`config.mk`:
```
export PLATFORM = sky130hd
export DESIGN_NAME = multi_channel_logical_timer_top
export DESIGN_NICKNAME = d
export VERILOG_FILES = /design/src/mclt_pkg.sv /design/src/mclt_ram.sv /design/src/multi_channel_logical_timer_top.sv
export SDC_FILE = /design/constraint.sdc
export NUM_CORES = 1
export LEC_CHECK = 0
export ABC_AREA = 1
export BUFFER_PORTS_ARGS = -buffer_cell sky130_fd_sc_hd__buf_4
export CAP_MARGIN = 5
export CORE_MARGIN = 4
export CORE_UTILIZATION = 28
export CTS_CLUSTER_DIAMETER = 150
export DETAILED_ROUTE_END_ITERATION = 10
export SETUP_SLACK_MARGIN = 0.1
export SLEW_MARGIN = 20
export SYNTH_ARGS = -nofsm -noshare
export SYNTH_HDL_FRONTEND = slang
export SYNTH_SLANG_ARGS = --single-unit
```
`constraint.sdc`:
```
create_clock -name clk -period 10.5 [get_ports clk]
set_input_delay 2.1 -clock clk [delete_from_list [all_inputs] [get_ports clk]]
set_output_delay 2.1 -clock clk [all_outputs]
set_load 0.01 [all_outputs]
```
`src/mclt_pkg.sv`:
```
// Package for the multi-channel logical timer.
// Command codes, transfer structs and controller state type; no dependencies.
`timescale 1ns / 1ps
`default_nettype none

package mclt_pkg;

	typedef enum logic [1:0] {
		CMD_TICK    = 2'd0,
		CMD_CREATE  = 2'd1,
		CMD_ENABLE  = 2'd2,
		CMD_DISABLE = 2'd3
	} cmd_t;

	typedef struct packed {
		cmd_t        command;
		logic [2:0]  timer_id;
		logic [15:0] period_ticks;
		logic        periodic;
	} in_t;

	typedef struct packed {
		logic       status;
		logic       expired;
		logic [2:0] expired_id;
		logic [3:0] running_count;
		logic       last;
	} out_t;

	typedef enum logic [1:0] {
		ST_IDLE,
		ST_SCAN,
		ST_DRAIN
	} state_t;

endpackage

`default_nettype wire

```
`src/mclt_ram.sv`:
```
// Generic single-write, single-read RAM with registered read data.
// No dependencies.
`timescale 1ns / 1ps
`default_nettype none

module mclt_ram #(
	parameter int WIDTH = 32,
	parameter int DEPTH = 8
) (
	input  wire                                      clk,
	input  wire                                      we,
	input  wire [((DEPTH > 1) ? $clog2(DEPTH) : 1)-1:0] waddr,
	input  wire [WIDTH-1:0]                          wdata,
	input  wire [((DEPTH > 1) ? $clog2(DEPTH) : 1)-1:0] raddr,
	output logic [WIDTH-1:0]                         rdata
);

	logic [WIDTH-1:0] mem_q [DEPTH];

	always_ff @(posedge clk) begin
		if (we) begin
			mem_q[waddr] <= wdata;
		end
		rdata <= mem_q[raddr];
	end

endmodule

`default_nettype wire

```
`src/multi_channel_logical_timer_top.sv`:
```
// Top level of the multi-channel logical timer.
// Depends on mclt_pkg and mclt_ram.
`timescale 1ns / 1ps
`default_nettype none

// Multi-channel logical timer.
// Commands enter on item when start is high and busy is low. Each result
// appears on result for one cycle with strobe high; the receiver cannot
// stall, so results are never held.
// Create, enable and disable complete in the accept cycle; their single
// result follows in the next cycle and another command may be taken at once.
// A tick walks the timer RAM one entry a cycle: busy stays high through the
// SCAN state and the DRAIN state that ends the walk over the RAM.
// The walk is bounded by the single read port of the count RAM. Expiry
// results come out in index order during the walk, one per cycle; a tick
// with no expiry gives its one result in the cycle after acceptance.
// Ready, enabled, periodic and due marks live in flops; counts and reload
// values live in the RAM, which is only read for created timers and so
// needs no clearing after reset. Reset clears all marks and the running
// total; the block is ready for a command in the first cycle after reset.

module multi_channel_logical_timer_top #(
	parameter int TIMER_COUNT = 8,
	parameter int COUNT_WIDTH = 16
) (
	input  wire              clk,
	input  wire              arst_n,
	input  wire              start,
	output logic             busy,
	input  mclt_pkg::in_t    item,
	output logic             strobe,
	output mclt_pkg::out_t   result
);

	import mclt_pkg::*;

	localparam int IW = (TIMER_COUNT > 1) ? $clog2(TIMER_COUNT) : 1;
	localparam int TW = $clog2(TIMER_COUNT + 1);
	localparam int CW = COUNT_WIDTH;
	localparam logic [31:0] MAX_PERIOD = 32'((64'd1 << COUNT_WIDTH) - 64'd1);

	state_t state_q, state_d;

	logic [IW-1:0]          idx_q;
	logic [IW-1:0]          idx_s1;
	logic                   v_s1;
	logic [TIMER_COUNT-1:0] en_q, en_d;
	logic [TIMER_COUNT-1:0] rdy_q, rdy_d;
	logic [TIMER_COUNT-1:0] per_q, per_d;
	logic [TIMER_COUNT-1:0] due_q, due_d;
	logic [TIMER_COUNT-1:0] en_snap_q;
	logic [TIMER_COUNT-1:0] exp_snap_q;
	logic [TW-1:0]          total_q, total_d;
	out_t                   res_q, res_d;
	logic                   strobe_q, strobe_d;

	logic                   accept;
	logic                   id_ok;
	logic [IW-1:0]          id;
	logic [CW-1:0]          sat_period;
	logic [TIMER_COUNT-1:0] exp_mask;
	logic [TIMER_COUNT-1:0] oneshot_exp;
	logic [TW-1:0]          oneshot_cnt;
	logic [TIMER_COUNT-1:0] avail;
	logic [TIMER_COUNT-1:0] pick;
	logic [CW-1:0]          new_rem;

	logic                   ram_we;
	logic [IW-1:0]          ram_waddr;
	logic [2*CW-1:0]        ram_wdata;
	logic [IW-1:0]          ram_raddr;
	logic [2*CW-1:0]        ram_rdata;

	mclt_ram #(
		.WIDTH(2 * CW),
		.DEPTH(TIMER_COUNT)
	) u_count_ram (
		.clk  (clk),
		.we   (ram_we),
		.waddr(ram_waddr),
		.wdata(ram_wdata),
		.raddr(ram_raddr),
		.rdata(ram_rdata)
	);

	assign accept = start && !busy;
	assign id = IW'(item.timer_id);
	assign id_ok = (32'(item.timer_id) < TIMER_COUNT);
	assign sat_period = (32'(item.period_ticks) > MAX_PERIOD) ? CW'(MAX_PERIOD)
		: CW'(item.period_ticks);
	assign exp_mask = en_q & due_q;
	assign oneshot_exp = exp_mask & ~per_q;

	always_comb begin
		oneshot_cnt = '0;
		for (int i = 0; i < TIMER_COUNT; i++) begin
			oneshot_cnt = oneshot_cnt + TW'(oneshot_exp[i]);
		end
	end

	// next state
	always_comb begin
		state_d = state_q;
		unique case (state_q)
			ST_IDLE: begin
				if (accept && item.command == CMD_TICK) begin
					state_d = ST_SCAN;
				end
			end
			ST_SCAN: begin
				if (idx_q == IW'(TIMER_COUNT - 1)) begin
					state_d = ST_DRAIN;
				end
			end
			ST_DRAIN: begin
				state_d = ST_IDLE;
			end
			default: state_d = ST_IDLE;
		endcase
	end

	// controller outputs
	always_comb begin
		busy = (state_q != ST_IDLE);
		ram_raddr = idx_q;
	end

	// command execution and tick write-back
	always_comb begin
		en_d = en_q;
		rdy_d = rdy_q;
		per_d = per_q;
		due_d = due_q;
		total_d = total_q;
		res_d = '0;
		strobe_d = 1'b0;
		ram_we = 1'b0;
		ram_waddr = idx_s1;
		ram_wdata = '0;
		avail = '0;
		pick = '0;
		new_rem = ram_rdata[CW-1:0] - CW'(1);

		if (accept) begin
			res_d.last = 1'b1;
			if (item.command == CMD_TICK) begin
				en_d = en_q & ~oneshot_exp;
				total_d = total_q - oneshot_cnt;
				strobe_d = (exp_mask == '0);
			end else if (!id_ok) begin
				res_d.status = 1'b1;
				strobe_d = 1'b1;
			end else begin
				strobe_d = 1'b1;
				unique case (item.command)
					CMD_CREATE: begin
						if (en_q[id]) begin
							total_d = total_q - TW'(1);
						end
						en_d[id] = 1'b0;
						rdy_d[id] = 1'b1;
						per_d[id] = item.periodic;
						due_d[id] = (sat_period[CW-1:1] == '0);
						ram_we = 1'b1;
						ram_waddr = id;
						ram_wdata = {sat_period, sat_period};
					end
					CMD_ENABLE: begin
						if (rdy_q[id] && !en_q[id]) begin
							en_d[id] = 1'b1;
							total_d = total_q + TW'(1);
						end else begin
							res_d.status = 1'b1;
						end
					end
					CMD_DISABLE: begin
						en_d[id] = 1'b0;
						rdy_d[id] = 1'b0;
						avail = rdy_d & ~en_d;
						pick = avail & (~avail + TIMER_COUNT'(1));
						en_d = en_d | pick;
						total_d = total_q - TW'(en_q[id]) + TW'(pick != '0);
					end
					CMD_TICK: begin
					end
					default: begin
					end
				endcase
			end
		end

		if (v_s1 && en_snap_q[idx_s1]) begin
			ram_we = 1'b1;
			ram_waddr = idx_s1;
			if (exp_snap_q[idx_s1]) begin
				ram_wdata = {ram_rdata[2*CW-1:CW], ram_rdata[2*CW-1:CW]};
				due_d[idx_s1] = (ram_rdata[2*CW-1:CW+1] == '0);
				strobe_d = 1'b1;
				res_d.expired = 1'b1;
				res_d.expired_id = 3'(idx_s1);
				res_d.last = (((exp_snap_q >> idx_s1) >> 1) == '0);
			end else begin
				ram_wdata = {ram_rdata[2*CW-1:CW], new_rem};
				due_d[idx_s1] = (new_rem[CW-1:1] == '0);
			end
		end

		res_d.running_count = 4'(total_d);
	end

	always_ff @(posedge clk or negedge arst_n) begin
		if (!arst_n) begin
			state_q <= ST_IDLE;
			idx_q <= '0;
			v_s1 <= 1'b0;
			en_q <= '0;
			rdy_q <= '0;
			per_q <= '0;
			due_q <= '0;
			total_q <= '0;
			strobe_q <= 1'b0;
		end else begin
			state_q <= state_d;
			v_s1 <= (state_q == ST_SCAN);
			if (state_q == ST_SCAN) begin
				idx_q <= idx_q + IW'(1);
			end else begin
				idx_q <= '0;
			end
			en_q <= en_d;
			rdy_q <= rdy_d;
			per_q <= per_d;
			due_q <= due_d;
			total_q <= total_d;
			strobe_q <= strobe_d;
		end
	end

	always_ff @(posedge clk) begin
		idx_s1 <= idx_q;
		res_q <= res_d;
		if (accept && item.command == CMD_TICK) begin
			en_snap_q <= en_q;
			exp_snap_q <= exp_mask;
		end
	end

	assign strobe = strobe_q;
	assign result = res_q;

endmodule

`default_nettype wire

```
# Word level (Yosys, flattened, before mapping)

Memory sizes are Yosys's and may differ from the RTL's. A register that Yosys moved wholly into a read port is not among the register bits.
Cells that the tools add are included.

Register bits: 72
RAM bits: 256
Output and inout bits: 12
Memories kept: 1

Equality and inequality tests: 8
Magnitude comparators: 4
Reduce and logical (&&, ||, !) cells: 25
Shift operators: 1
$add $sub $neg: 15
Bitwise gates (word level): 18
Mux-type cells: 58

Memory list:

| memory            | depth | width | read ports | clocked after Yosys merged registers in | wr ports | line           | RTL |
|---|---|---|---|---|---|---|---|
| u_count_ram.mem_q | 8     | 32    | 1          | 1                                       | 1        | mclt_ram.sv:18 | `logic [WIDTH-1:0] mem_q [DEPTH];` |

Operators with widths:

| operator                | number |
|---|---|
| $mux W32                | 4 |
| $and A8 B8 Y8           | 7 |
| $mux W8                 | 7 |
| $logic_not A15 Y1       | 3 |
| $not A8 Y8              | 5 |
| $bwmux W8               | 4 |
| $or A8 B8 Y8            | 3 |
| $pmux W8 S3             | 1 |
| $add A4 B1 Y4           | 5 |
| $mux W1                 | 20 |
| $mux W4                 | 5 |
| $logic_not A8 Y1        | 2 |
| $mux W16                | 1 |
| $pmux W8 S2             | 1 |
| $sub A16 B1 Y16 const B | 1 |
| $mux W3                 | 5 |
| $bmux W1 S3             | 4 |
| $pmux W4 S3             | 1 |
| $reduce_and A3 Y1       | 3 |
| $add A8 B1 Y8 const B   | 1 |
| $lt A3 B4 Y1 const B    | 2 |
| $reduce_bool A8 Y1      | 1 |
| $shr A8 B3 Y8           | 1 |
| $demux W1 S3            | 2 |
| 24 further kinds        | 40 |

# Logic depth before layout (Yosys ltp)

Word-level depth: 16
Gate-level depth with buffers: 22

# Modules after synthesis

A second synthesis with hierarchy kept.

Cells, all modules: 1,960
Area, all modules: 17,569.4 um^2

By module, submodules not included:

| module                          | area each (um^2) | cells each | instances |
|---|---|---|---|
| mclt_ram                        | 11,872.6         | 1,156      | 1 |
| multi_channel_logical_timer_top | 5,696.7          | 804        | 1 |

# Least setup slack after synthesis

No wires, ideal clock.

Path kind: input port to flip-flop
Start: input item[21] (netlist bit)
End: memory u_count_ram.mem_q[6][0] (enable)
Buffers on the path: 0
Cell stages on the path: 10
Path slack: 5,758 ps
Setup time: 421 ps
Arrival time: 4,321 ps
Cell sequence: clkinv_1 > nand2_1 > nand2_1 > o21ai_0 > nand2_1 > o21ai_0 > nand2_1 > nand2_1 > nand2_1 > nor2_1

Longest elaborated chain between the ends: 7
Elaborated cells between the ends (all ways): 12
Classes of those cells: eq/ne: 1; mux: 10; reduce/logical: 1

RTL lines:

| what                          | line                                   | RTL |
|---|---|---|
| start: declaration            | multi_channel_logical_timer_top.sv:30  | `input mclt_pkg::in_t item,` |
| $eq A2 B1 Y1                  | multi_channel_logical_timer_top.sv:155 | `unique case (item.command)` |
| $mux W1                       | multi_channel_logical_timer_top.sv:155 |  |
| $mux W1                       | multi_channel_logical_timer_top.sv:146 | `if (item.command == CMD_TICK) begin` |
| $mux W1                       | multi_channel_logical_timer_top.sv:144 | `if (accept) begin` |
| $mux W1                       | multi_channel_logical_timer_top.sv:192 | `if (v_s1 && en_snap_q[idx_s1]) begin` |
| $mux W1                       | mclt_ram.sv:21                         | `if (we) begin` |
| $mux W1 (implied by the code) | mclt_ram.sv:22                         | `mem_q[waddr] <= wdata;` |
| end: declaration              | mclt_ram.sv:18                         |  |

Parallel ways exist; a longest one is shown, timed or not.

==> key figures <==
Worst setup path
  • Buffers & Inverters on Critical Path: 6
  • RR Endpoint: total_q[3]
  • R2R cell count: 19
  • CP max FO: 7
  • Critical path depth in cells: 20
  • Launching point of the worst reg2reg path: en_q[4]
  • Slowest CP cell: fa_1
  • Delay-heaviest family, CP: simple AND/OR/NAND/NOR gates
  • Worst path required time: 10930 ps
  • R2R setup slack: 6240 ps
  • Type of origin of the critical path: input port
  • Worst Setup SP: item[19]
  • WS Path Type: input port to register
  • Setup crit end kind: register
  • Critical path cell sequence: buf_4 -> inv_2 -> nand3_1 -> nand3_1 -> o21ai_0 -> nor2_1 -> nand3_1 -> nand4_1 -> inv_1 -> ha_1 -> inv_1 -> ha_1 -> fa_1 -> xnor2_1 -> nand2_1 -> nand2_1 -> inv_1 -> nand3_1 -> nand2_1 -> inv_1
  • CP max stage delay: 390 ps
  • CP Data Arrival Time: 4880 ps

Worst hold path
  • Worst Hold Launch: idx_q[2]
  • Hold worst-path end: idx_s1[2]
  • Hold WC Path Type: register to register
  • Hold depth: 0

CTS
  • Cts-stage hold buffer count: 0
  • CTS resizes: 0
  • Clock latency on the worst-skew pair: 540 ps
  • CTS root buffer: clkbuf_16
  • CTS tree: yes
  • Postcts setup bufs: 0
  • Worst-path clk slew: 60 ps
  • CTS H-Tree Depth: 2
  • Total CTS buffers: 37
  • Clock Sinks: 360
  • Worst-case clock buffer depth: 3

Power and ir drop
  • Maximum vdd ir drop: 0.146 mV
  • Leakage: 0.00702 uW
  • Internal Power: 3550 uW
  • Pwr per Cell Area: 314 nW/um^2
  • P_sw: 2230 uW
  • Sw frac: 38.6%
  • Combinational share of power: 35.7%
  • Clock share of power: 23.6%
  • Part of the power in registers: 40.7%

Global route
  • Largest net degree at the start of global routing: 99
  • Global Route Usage Sum: 13.3%
  • Global route total overflow: 0
  • Vias in the first global route: 11.1k
  • Antenna violations before repair: 1
  • First-pass GRT wire length: 64500 um

STA
  • Hold Fails Final Rpt: 0
  • Final period util: 42.4%
  • FMAX: 0.225 GHz
  • Max-slew headroom: 30.8%
  • Setup Viol. Count Final: 0
  • Worst slew pin tran: 1040 ps
  • Pins Over Slew Limit: 0
  • Setup TNS Final: 0 ps
  • Worst setup margin: 6050 ps
  • Setup Skew: 20.3 ps
  • Final Critical Period: 4450 ps
  • RSZ-0062 raised after global routing: no

Finish
  • Nets: 1675
  • Layout area overhead: 14.6%
  • FILL cells: 5793
  • Register area: 10100 um^2
  • Share of layout cells above drive strength 1: 9.33%
  • Footprint of the multi-input gates: 5200 um^2
  • Diodes inserted: 0

Die
  • Row Count: 87
  • Die width: 248 um
  • Chip Height: 248 um
  • Core outline area: 56600 um^2
  • Initial Util: 28.4%
  • IO Pins: 37
  • Full die area: 61300 um^2

Placement
  • I/O Buffers: 36
  • Dpl ws: 5510 ps
  • HPWL Detailed: 24700 um
  • RD Place Congestion: 0.909

Yosys
  • Number of flops mapped to enable cells by yosys: 272
  • Mapped Cells: 1602
  • Mean Syn Cell Area: 10.0 um^2
  • Ys flop type: edfxtp_1
  • Asr flop ratio synth: 11.9%
  • Post-synthesis sequential area ratio: 63.2%
  • Syn. warnings: 0
  • Distinct cells, synth: 41
  • Synth Cell Area: 16100 um^2
  • Syn Nets: 1654
  • Seq cells post-synth: 360

Outcome
  • Status: complete, no violations

Detailed routing
  • Initial DRC Count: 954
  • DR vias: 11.7k
  • 1st-pass router iterations: 6
  • Routed Antenna Nets: 0
  • Routed WL per cell: 17.2 um
  • Vias per cell: 4.84
  • DRC Markers: 0
  • Routed Wire Length: 41400 um

Job
  • MaxCap Viol Count: 0
logic make-up (layout without fill, tap and decap cells):
group,count (synthesis),in the layout,synth area share (%)
simple gates,657,657,16.7
flops,360,360,63.2
buf+inv,196,245,4.87
xor+xnor,16,16,0.872
compound gates,346,346,11.9
fa+ha+maj,27,27,2.52
worst max path at each step:
| stage | endpoint |
|---|---|
| CTS | total_q[2] |
| detailed placement | total_q[2] |
| floorplan | u_count_ram.mem_q[6][0] |
| global route | total_q[2] |
| finish | total_q[2] |
| global placement | total_q[2] |
cell usage in the layout, fill, tap and decap left out, types with 6 or more instances in the layout:
master and instances:
ha_1 18, o22ai_1 46, clkbuf_16 38, nor2_1 302
buf_4 52, clkinv_1 6, nand3b_1 9, edfxtp_1 272
nand2_1 249, a21oi_1 23, clkbuf_1 13, inv_1 115
o21ai_2 8, nand4_1 7, xor2_1 11, o21ai_0 223
nand3_1 50, nor2_4 8, dfrtp_1 41, a31oi_1 32
inv_2 7, dfxtp_1 45, fa_1 9, nor2_2 6
stage by stage:
step / power, uW / area [um^2] / hold WS (ps) / util, % / std cells
2_1_floorplan: 3740 / 16100 / 392 / - / 1602
3_3_place_gp: 4390 / 17200 / 404 / 30.3 / 2340
3_5_place_dp: 4440 / 17200 / 413 / 30.3 / 2340
4_1_cts: 5820 / 18400 / 425 / 32.5 / 2407
5_1_grt: 6190 / 18400 / 447 / 32.5 / 2407
6_report: 5780 / 18400 / 421 / 32.5 / 2407
cell type report:
| class | count | share of cell area [%] |
|---|---|---|
| sequential | 360 | 55.1 |
| multi-input combinational | 1046 | 28.2 |
| clock buffer | 54 | 5.65 |
| tap | 756 | 5.14 |
| inverter | 126 | 2.58 |
| timing repair buffer | 52 | 2.12 |
| clock inverter | 13 | 1.18 |
metal layers:
layer | GRT usage [%] | routed length, um
met3 | 2.52 | 3050
met5 | 0 | 0
met4 | 3.38 | 764
met2 | 21.3 | 19200
met1 | 18.7 | 18400
Yosys cell counts, types with 2 or more instances:
| cell | n | area share (%) |
|---|---|---|
| clkbuf_1 | 47 | 1.1 |
| dfrtp_1 | 43 | 6.7 |
| dfxtp_1 | 45 | 5.6 |
| a21oi_1 | 23 | 0.72 |
| a32o_1 | 2 | 0.12 |
| a31oi_1 | 32 | 1.2 |
| o22ai_1 | 46 | 1.8 |
| nand3b_1 | 9 | 0.42 |
| fa_1 | 9 | 1.1 |
| inv_2 | 6 | 0.14 |
| o21ai_2 | 8 | 0.44 |
| o221ai_1 | 2 | 0.11 |
| buf_4 | 2 | 0.093 |
| nor2_2 | 6 | 0.23 |
| nor3_1 | 4 | 0.12 |
| nand3_1 | 50 | 1.6 |
| xnor2_1 | 5 | 0.27 |
| buf_6 | 3 | 0.21 |
| nor2_1 | 310 | 7.2 |
| o31ai_1 | 3 | 0.14 |
| inv_1 | 116 | 2.7 |
| o21ai_1 | 3 | 0.093 |
| nand3_2 | 4 | 0.25 |
| edfxtp_1 | 272 | 51 |
| o21ai_0 | 223 | 6.9 |
| buf_2 | 13 | 0.41 |
| nand4_1 | 7 | 0.27 |
| ha_1 | 18 | 1.4 |
| nand2_2 | 5 | 0.19 |
| buf_1 | 5 | 0.12 |
| xor2_1 | 11 | 0.60 |
| or2_2 | 5 | 0.19 |
| nor4_1 | 4 | 0.16 |
| nand2_4 | 3 | 0.21 |
| nand2_1 | 249 | 5.8 |
| clkinv_1 | 4 | 0.093 |
worst reg2reg max path, stage by stage, from the launching register on:
cell and delay (ps):
dfrtp_1 490, nand2_1 200, or2_2 380, fa_1 410, fa_1 480, fa_1 500
inv_1 60, fa_1 520, inv_1 40, ha_1 260, inv_1 80, o21bai_1 80
a21oi_1 170, nand2_1 70, nand2_1 50, o21ai_0 70, inv_1 80, nand3_1 70
nand2_1 60, inv_1 50
power by group through the flow:
stage | Clock [uW] | Combinational (uW) | Sequential, uW
final | 1360 | 2060 | 2350
after global routing | 1460 | 2340 | 2390
after CTS | 1390 | 2070 | 2350
after detailed placement | 0 | 2060 | 2380
after global placement | 0 | 2010 | 2380
after floorplan | 0 | 1460 | 2280
flip-flops by register name, summed over array words and instances, names as in the netlist, 2 cells and up, named ones only:
register / flops
due_q: 8
en_q: 8
en_snap_q: 8
exp_snap_q: 8
idx_q: 3
idx_s1: 3
per_q: 8
result: 10
state_q: 2
total_q: 4
u_count_ram.mem_q: 256
u_count_ram.rdata: 32
No activity file was read; power rests on OpenSTA's default activity.
